`config.mk`:
```
export PLATFORM = sky130hd
export DESIGN_NAME = modular_inverse_unit
export DESIGN_NICKNAME = d
export VERILOG_FILES = /design/src/rtl/miu_pkg.sv /design/src/rtl/modular_inverse_unit.sv /design/src/rtl/miu_divstep.sv
export SDC_FILE = /design/constraint.sdc
export NUM_CORES = 1
export LEC_CHECK = 0
export CORE_MARGIN = 2
export CORE_UTILIZATION = 50
export CTS_BUF_LIST = sky130_fd_sc_hd__clkbuf_8
export DETAILED_ROUTE_END_ITERATION = 6
export DONT_BUFFER_PORTS = 1
export HOLD_SLACK_MARGIN = 0.06
export PLACE_DENSITY = 0.7
export SLEW_MARGIN = 5
export SYNTH_ARGS = -nofsm -noshare
export SYNTH_HDL_FRONTEND = slang
export SYNTH_SLANG_ARGS = --single-unit
```
`constraint.sdc`:
```
create_clock -name i_clk -period 8.4 [get_ports i_clk]
set_input_delay 2.1 -clock i_clk [delete_from_list [all_inputs] [get_ports i_clk]]
set_output_delay 2.1 -clock i_clk [all_outputs]
set_load 0.02 [all_outputs]
```
`src/rtl/miu_pkg.sv`:
```
// ----------------------------------------------------------------------------
// miu_pkg: shared types for the modular inverse unit
// Status bundle passed from the shared divide/accumulate unit to the sequencer.
// ----------------------------------------------------------------------------
`default_nettype none

package miu_pkg;

    typedef struct packed {
        logic busy;   // iteration in progress
        logic done;   // one-cycle pulse, results valid
    } t_div_sts;

endpackage : miu_pkg

`default_nettype wire

```
`src/rtl/modular_inverse_unit.sv`:
```
// ----------------------------------------------------------------------------
// modular_inverse_unit: modular inverse by the extended Euclidean algorithm
// Sequencer around one shared bit-serial divide/multiply-accumulate unit.
// ----------------------------------------------------------------------------
// Usage: present value and modulus with i_in_valid; the request is taken when
// o_in_stall is low. The result (o_inverse in 0..modulus-1, o_exists = gcd is
// one) appears with o_out_valid and holds until i_out_stall is low. A zero
// modulus reports no inverse; a value at or above the modulus is reduced first.
// Each division runs in the shared unit at one quotient bit per cycle, with the
// Bezout coefficient update folded into the same pass, and is followed by a
// check state. The unit handles one request at a time; a finished result may
// wait on the output while the next request is accepted.
// ----------------------------------------------------------------------------
`default_nettype none

module modular_inverse_unit #(
    parameter int WORD_BITS = 32
) (
    input  wire logic                  i_clk,
    input  wire logic                  i_rst_n,
    input  wire logic                  i_in_valid,
    output logic                       o_in_stall,
    input  wire logic [WORD_BITS-1:0]  i_value,
    input  wire logic [WORD_BITS-1:0]  i_modulus,
    output logic                       o_out_valid,
    input  wire logic                  i_out_stall,
    output logic      [WORD_BITS-1:0]  o_inverse,
    output logic                       o_exists
);
    import miu_pkg::*;

    typedef enum logic [2:0] {
        S_IDLE,     // waiting for a request
        S_REDUCE,   // value mod modulus in the shared unit
        S_CHECK,    // remainder zero? else launch next Euclid step
        S_STEP,     // waiting on quotient/coefficient update
        S_FINAL,    // normalize coefficient into 0..modulus-1
        S_DONE      // hand result to output register
    } t_state;

    t_state               r_state;
    logic [WORD_BITS-1:0] r_mod;
    logic [WORD_BITS-1:0] r_prev;     // r_{i}
    logic [WORD_BITS-1:0] r_cur;      // r_{i+1}
    logic [WORD_BITS-1:0] r_s_prev;   // coefficient magnitudes
    logic [WORD_BITS-1:0] r_s_cur;
    logic                 r_odd;      // parity of step count -> coefficient sign
    logic                 r_any;      // at least one step taken
    logic [WORD_BITS-1:0] r_res;
    logic                 r_ok;
    logic                 r_out_valid;
    logic [WORD_BITS-1:0] r_inverse;
    logic                 r_exists;

    // shared unit hookup
    logic                 div_start;
    logic [WORD_BITS-1:0] div_dividend;
    logic [WORD_BITS-1:0] div_divisor;
    logic [WORD_BITS-1:0] div_mult;
    logic [WORD_BITS-1:0] div_addend;
    t_div_sts             div_sts;
    logic [WORD_BITS-1:0] div_rem;
    logic [WORD_BITS-1:0] div_acc;

    logic                 in_accept;
    logic                 out_free;
    logic [WORD_BITS-1:0] s_red;
    logic [WORD_BITS-1:0] n_res;
    logic                 n_ok;

    assign o_in_stall = (r_state != S_IDLE);
    assign in_accept  = i_in_valid && !o_in_stall;
    assign out_free   = !r_out_valid || !i_out_stall;

    // REDUCE: value / modulus, coefficient path idle.
    // CHECK:  r_prev / r_cur, s_next = s_prev + q * s_cur.
    always_comb begin
        div_start    = 1'b0;
        div_dividend = r_prev;
        div_divisor  = r_cur;
        div_mult     = r_s_cur;
        div_addend   = r_s_prev;
        unique case (r_state)
            S_REDUCE: begin
                div_start    = !div_sts.busy && !div_sts.done;
                div_dividend = r_cur;
                div_divisor  = r_prev;
                div_mult     = '0;
                div_addend   = '0;
            end
            S_CHECK: begin
                div_start = (r_cur != '0);
            end
            S_IDLE, S_STEP, S_FINAL, S_DONE: begin
                div_start = 1'b0;
            end
            default: begin
                div_start = 1'b0;
            end
        endcase
    end

    // final normalization: magnitude is at most the modulus, one subtract does
    always_comb begin
        s_red = (r_s_prev >= r_mod) ? (r_s_prev - r_mod) : r_s_prev;
        n_ok  = (r_prev == WORD_BITS'(1));
        priority if (!n_ok || !r_any || s_red == '0) begin
            n_res = '0;
        end else if (r_odd) begin
            n_res = s_red;
        end else begin
            n_res = r_mod - s_red;
        end
    end

    always_ff @(posedge i_clk) begin
        if (!i_rst_n) begin
            r_state     <= S_IDLE;
            r_out_valid <= 1'b0;
        end else begin
            // a new result replaces the one being taken in the same cycle
            if (r_state == S_DONE && out_free) begin
                r_out_valid <= 1'b1;
            end else if (r_out_valid && !i_out_stall) begin
                r_out_valid <= 1'b0;
            end
            unique case (r_state)
                S_IDLE: begin
                    if (in_accept) begin
                        r_mod    <= i_modulus;
                        r_prev   <= i_modulus;
                        r_cur    <= i_value;
                        r_s_prev <= '0;
                        r_s_cur  <= WORD_BITS'(1);
                        r_odd    <= 1'b0;
                        r_any    <= 1'b0;
                        if (i_modulus == '0) begin
                            r_res   <= '0;
                            r_ok    <= 1'b0;
                            r_state <= S_DONE;
                        end else begin
                            r_state <= S_REDUCE;
                        end
                    end
                end
                S_REDUCE: begin
                    if (div_sts.done) begin
                        r_cur   <= div_rem;
                        r_state <= S_CHECK;
                    end
                end
                S_CHECK: begin
                    r_state <= (r_cur == '0) ? S_FINAL : S_STEP;
                end
                S_STEP: begin
                    if (div_sts.done) begin
                        r_prev   <= r_cur;
                        r_cur    <= div_rem;
                        r_s_prev <= r_s_cur;
                        r_s_cur  <= div_acc;
                        r_odd    <= !r_odd;
                        r_any    <= 1'b1;
                        r_state  <= S_CHECK;
                    end
                end
                S_FINAL: begin
                    r_res   <= n_res;
                    r_ok    <= n_ok;
                    r_state <= S_DONE;
                end
                S_DONE: begin
                    if (out_free) begin
                        r_inverse <= r_res;
                        r_exists  <= r_ok;
                        r_state   <= S_IDLE;
                    end
                end
                default: begin
                    r_state <= S_IDLE;
                end
            endcase
        end
    end

    miu_divstep #(
        .WORD_BITS (WORD_BITS)
    ) u_divstep (
        .i_clk      (i_clk),
        .i_rst_n    (i_rst_n),
        .i_start    (div_start),
        .i_dividend (div_dividend),
        .i_divisor  (div_divisor),
        .i_mult     (div_mult),
        .i_addend   (div_addend),
        .o_sts      (div_sts),
        .o_rem      (div_rem),
        .o_acc      (div_acc)
    );

    assign o_out_valid = r_out_valid;
    assign o_inverse   = r_inverse;
    assign o_exists    = r_exists;

    // ---- assertions ----

    // a new result only comes out of the handoff state
    a_out_from_done: assert property (@(posedge i_clk) disable iff (!i_rst_n)
        $rose(o_out_valid) |-> $past(r_state == S_DONE))
        else $error("result appeared outside handoff");

    // no inverse means a zero result
    a_zero_when_none: assert property (@(posedge i_clk) disable iff (!i_rst_n)
        (o_out_valid && !o_exists) |-> (o_inverse == '0))
        else $error("nonzero inverse flagged as nonexistent");

    // shared unit is never relaunched while iterating
    a_no_restart: assert property (@(posedge i_clk) disable iff (!i_rst_n)
        div_start |-> !div_sts.busy)
        else $error("divider started while busy");

    // the unit only finishes while the sequencer waits for it
    a_done_expected: assert property (@(posedge i_clk) disable iff (!i_rst_n)
        div_sts.done |-> (r_state == S_REDUCE || r_state == S_STEP))
        else $error("divider finished with no waiter");

endmodule : modular_inverse_unit

`default_nettype wire

```
`src/rtl/miu_divstep.sv`:
```
// ----------------------------------------------------------------------------
// miu_divstep: shared bit-serial divide and multiply-accumulate unit
// Restoring division one quotient bit per cycle; the quotient bits are folded
// MSB-first into addend + quotient * multiplicand by the same iteration.
// ----------------------------------------------------------------------------
`default_nettype none

module miu_divstep #(
    parameter int WORD_BITS = 32
) (
    input  wire logic                  i_clk,
    input  wire logic                  i_rst_n,
    input  wire logic                  i_start,
    input  wire logic [WORD_BITS-1:0]  i_dividend,
    input  wire logic [WORD_BITS-1:0]  i_divisor,
    input  wire logic [WORD_BITS-1:0]  i_mult,
    input  wire logic [WORD_BITS-1:0]  i_addend,
    output miu_pkg::t_div_sts          o_sts,
    output logic      [WORD_BITS-1:0]  o_rem,
    output logic      [WORD_BITS-1:0]  o_acc
);
    import miu_pkg::*;

    localparam int CNT_BITS = $clog2(WORD_BITS);

    logic                 r_busy;
    logic                 r_done;
    logic [CNT_BITS-1:0]  r_cnt;
    logic [WORD_BITS-1:0] r_rem;
    logic [WORD_BITS-1:0] r_dvd;
    logic [WORD_BITS-1:0] r_acc;
    logic [WORD_BITS-1:0] r_divisor;
    logic [WORD_BITS-1:0] r_mult;
    logic [WORD_BITS-1:0] r_addend;

    logic [WORD_BITS:0]   trial;
    logic                 qbit;
    logic [WORD_BITS-1:0] n_rem;
    logic [WORD_BITS-1:0] n_acc;

    // one restoring step; partial products stay below the modulus
    always_comb begin
        trial = {r_rem, r_dvd[WORD_BITS-1]};
        qbit  = (trial >= {1'b0, r_divisor});
        n_rem = qbit ? WORD_BITS'(trial - {1'b0, r_divisor}) : trial[WORD_BITS-1:0];
        n_acc = {r_acc[WORD_BITS-2:0], 1'b0} + (qbit ? r_mult : '0);
    end

    always_ff @(posedge i_clk) begin
        if (!i_rst_n) begin
            r_busy <= 1'b0;
            r_done <= 1'b0;
            r_cnt  <= '0;
        end else begin
            r_done <= 1'b0;
            if (i_start && !r_busy) begin
                r_busy <= 1'b1;
                r_cnt  <= CNT_BITS'(WORD_BITS - 1);
            end else if (r_busy) begin
                r_cnt <= r_cnt - 1'b1;
                if (r_cnt == '0) begin
                    r_busy <= 1'b0;
                    r_done <= 1'b1;
                end
            end
        end
    end

    always_ff @(posedge i_clk) begin
        if (i_start && !r_busy) begin
            r_rem     <= '0;
            r_acc     <= '0;
            r_dvd     <= i_dividend;
            r_divisor <= i_divisor;
            r_mult    <= i_mult;
            r_addend  <= i_addend;
        end else if (r_busy) begin
            r_rem <= n_rem;
            r_acc <= n_acc;
            r_dvd <= {r_dvd[WORD_BITS-2:0], 1'b0};
        end
    end

    assign o_sts.busy = r_busy;
    assign o_sts.done = r_done;
    assign o_rem      = r_rem;
    assign o_acc      = r_acc + r_addend;

endmodule : miu_divstep

`default_nettype wire

```
==> summary.txt <==
Placed design
  – # port buffers: 0
  – GP Congestion: roughly 0.9
  – Cell Area, Placed: roughly 26000 um^2
  – Detailed placement HPWL: 46.80 mm

Power
  – Sw frac: 0.3830
  – Pint: 5192 uW
  – PD cells: 306.8 nW/um^2
  – Leakage: 0.01126 uW
  – Logic pwr share: 0.400
  – Flop pwr share: 0.379
  – Clock network fraction of design power: 0.221
  – NetSw: 3223 uW
  – VDD IR max: just under 200 uV

Timing
  – Least-Margin Pin Slew: between 1 and 1.5 ns
  – Worst Skew: between 0.03 and 0.04 ns
  – Fin. Hold Viols: 0
  – Min cycle time layout: just under 8 ns
  – WHS: 0.4114 ns
  – Slew Limit Fails: 0
  – Fmax: 0.1275 GHz
  – Endpoints failing setup: 0
  – Slew HR: 0.2717
  – Period utilization: 0.9337
  – RSZ-0062 raised after global routing: yes

Critical path
  – Worst setup path class: flop to flop
  – CP bufs+invs: 1
  – Reg-to-reg endpoint: u_divstep.r_acc[28]
  – Crit. Startpoint: u_divstep.r_divisor[1]
  – Delay-heaviest family, CP: compound AO/OA/AOI/OAI gates
  – Setup crit end kind: flop
  – Startpoint types: flop
  – Crit path DAT: ~8.4 ns
  – Reg-to-reg startpoint: u_divstep.r_divisor[1]
  – Reg2Reg Depth: 36
  – Critical Path RT: between 8 and 9 ns
  – CP max stage cell: or4_1
  – Cell repeated most along the worst path: a21oi_1
  – CP Max Fanout: 6
  – CP peak stage delay: just under 0.5 ns
  – Flop-to-flop setup slack: roughly 0.56 ns

Worst hold path
  – Worst min path class: flop to flop
  – Hold Crit Depth: 0
  – HP Start: r_res[18]
  – Worst Hold End: o_inverse[18]

GRT
  – Initial antenna violation count: 0
  – Largest net degree at the start of global routing: 69
  – GR Util All Layers: 0.2505
  – Vias in the first global route: about 19000
  – Global route overflow: 0
  – First-pass GRT wire length: between 100 and 150 mm

Drt
  – DRT iter0 DRCs: roughly 1600
  – Via/cell ratio: about 5.9
  – DRT antenna net count: 0
  – Initial DRT Pass Iterations: 5
  – Drt total wl: between 60 and 70 mm
  – DR WL/cell: 20.38 um
  – Via total after detailed routing: 19029
  – DRC: 0

Run
  – Max Cap Violations: 0

Clock tree
  – H-tree depth: 3
  – Root Buffer: clkbuf_8
  – Hold_buf cts: 0
  – Clock Path Buffers: 3
  – Inserted Clock Buffers: between 70 and 80
  – CTS tree: built
  – Worst skew pair latency: 0.70 ns
  – CTS Sinks: ~430
  – Clock slew at reported path FFs: ~0.060 ns

Synth
  – Synth top area share: 0.4228
  – Mean Syn Cell Area: 10.10 um^2
  – Synth async-reset ratio: 0
  – Post-Synthesis Cells: ~2500
  – Sequential area share after synthesis: 0.4822
  – Yosys reg bits: approximately 430
  – Cell taking the most area after synthesis: edfxtp_1
  – Synth top area cells: edfxtp_1 (42%), ha_1 (6.9%), dfxtp_1 (5.9%)
  – Dominant synthesized flop cell: edfxtp_1
  – Post-synthesis cell type count: between 80 and 90
  – Post-synth EDFFs: 356
  – Synth warnings: 0
  – Mapped Area: approximately 25000 um^2
  – Syn Nets: 2717

Cells and area
  – Share of layout cells above drive strength 1: 0.08662
  – Final core area utilization: 0.5478
  – Most frequent cells in the layout: edfxtp_1 (356), nand2_1 (346), nor2_1 (190), a21oi_1 (172), inv_1 (157)
  – Design area: about 27000 um^2
  – Area grow syn2layout: 8.478%
  – Most common cell after layout, fill and taps aside: edfxtp_1
  – NumNets Final: roughly 2700
  – N_diodes: 0

Floorplanning
  – # rows: 82
  – Die X: between 200 and 250 um
  – Core box area: about 50000 um^2
  – Die ar.: approximately 52000 um^2
  – Chip Height: between 200 and 250 um
  – Top Ports: 103
  – Initial Utilization: 0.5049

Run status
  – Status: complete, no violations
==> through the flow <==
step	total power (uW)	setup TNS, ns	setup slack (ns)	cells
2_1_floorplan	5724	0	0.7012	2504
3_3_place_gp	6453	0	0.6450	3099
3_5_place_dp	6547	0	0.3897	3099
4_1_cts	8428	0	0.3508	3235
5_1_grt	8953	-0.01840	-0.01840	3235
6_report	8414	0	0.5571	3235
==> worst max-delay path by stage <==
stage,slack [ns],cells past startpoint,end
floorplan,0.70,3,r_any
global placement,0.64,36,u_divstep.r_acc[28]
detailed placement,0.39,36,u_divstep.r_acc[28]
CTS,0.35,36,u_divstep.r_acc[28]
global route,-0.02,36,u_divstep.r_acc[28]
finish,0.56,36,u_divstep.r_acc[28]
==> final cells by class <==
class	count	area, um^2
Fill cell	4460	22640
Inverter	123	461.7
Clock inverter	55	311.5
Tap cell	672	840.8
Timing Repair Buffer	21	157.7
Clock buffer	81	1115
Multi-Input combinational cell	1852	12340
Sequential cell	431	12200
==> power by group through the flow <==
stage / Clock, uW / Sequential (uW) / Combinational [uW]
floorplan: 0 / 3110 / 2610
global placement: 0 / 3210 / 3240
detailed placement: 0 / 3230 / 3320
CTS: 1890 / 3190 / 3350
global route: 1980 / 3240 / 3730
finish: 1860 / 3190 / 3360
==> cell usage after synthesis, types with 12 or more instances <==
| library cell | count |
|---|---|
| and2_1 | 95 |
| o21bai_1 | 22 |
| buf_1 | 13 |
| clkbuf_1 | 75 |
| a21boi_0 | 14 |
| mux2i_1 | 52 |
| xor2_1 | 53 |
| a21oi_1 | 175 |
| edfxtp_1 | 356 |
| nand2b_1 | 21 |
| nand3_1 | 24 |
| a21o_1 | 58 |
| nor3_1 | 43 |
| nor2_1 | 194 |
| a22o_1 | 23 |
| dfxtp_1 | 75 |
| and3_1 | 44 |
| o211ai_1 | 13 |
| nor2b_1 | 17 |
| a211oi_1 | 14 |
| a31oi_1 | 12 |
| ha_1 | 140 |
| o21ai_0 | 104 |
| nand2_1 | 348 |
| nor4_1 | 34 |
| inv_1 | 122 |
| xnor2_1 | 100 |
| mux2_2 | 55 |
| nand4_1 | 22 |
| o21a_1 | 18 |
==> logic make-up (layout without fill, tap and decap cells) <==
logic type / after synthesis / in the layout / share of synthesized area
AOI/OAI and AO/OA: 538 / 538 / 0.1393
xor gates and xnor gates: 154 / 154 / 0.05365
adders and majority gates: 160 / 160 / 0.07938
buffers and inverters: 221 / 280 / 0.03355
DFF: 431 / 431 / 0.4822
muxes: 107 / 107 / 0.04509
and+or+nand+nor: 893 / 893 / 0.1668
==> worst reg2reg max path, delay by kind of cell, from the launching register on <==
kind / cells / cell delay (ns)
AOI/OAI and AO/OA: 27 / 5.59
xor gates and xnor gates: 1 / 0.08
adders and majority gates: 2 / 0.53
buffers and inverters: 1 / 0.06
DFF: 1 / 0.38
and+or+nand+nor: 5 / 1.08
==> per-layer routing <==
layer	up-vias	part of all wire	track usage
met3	135	0.056	0.05227
met2	547	0.48	0.4210
met1	9289	0.43	0.3218
met4	0	0.029	0.08604
met5	-	0	0
li1	9058	-	-
==> repair_timing <==
action | in CTS | in global routing
endpoints found under the setup margin | 0 | 4
buffers inserted | 0 | 0
resized for setup | 0 | 3
(Power assumes the default switching activity.)
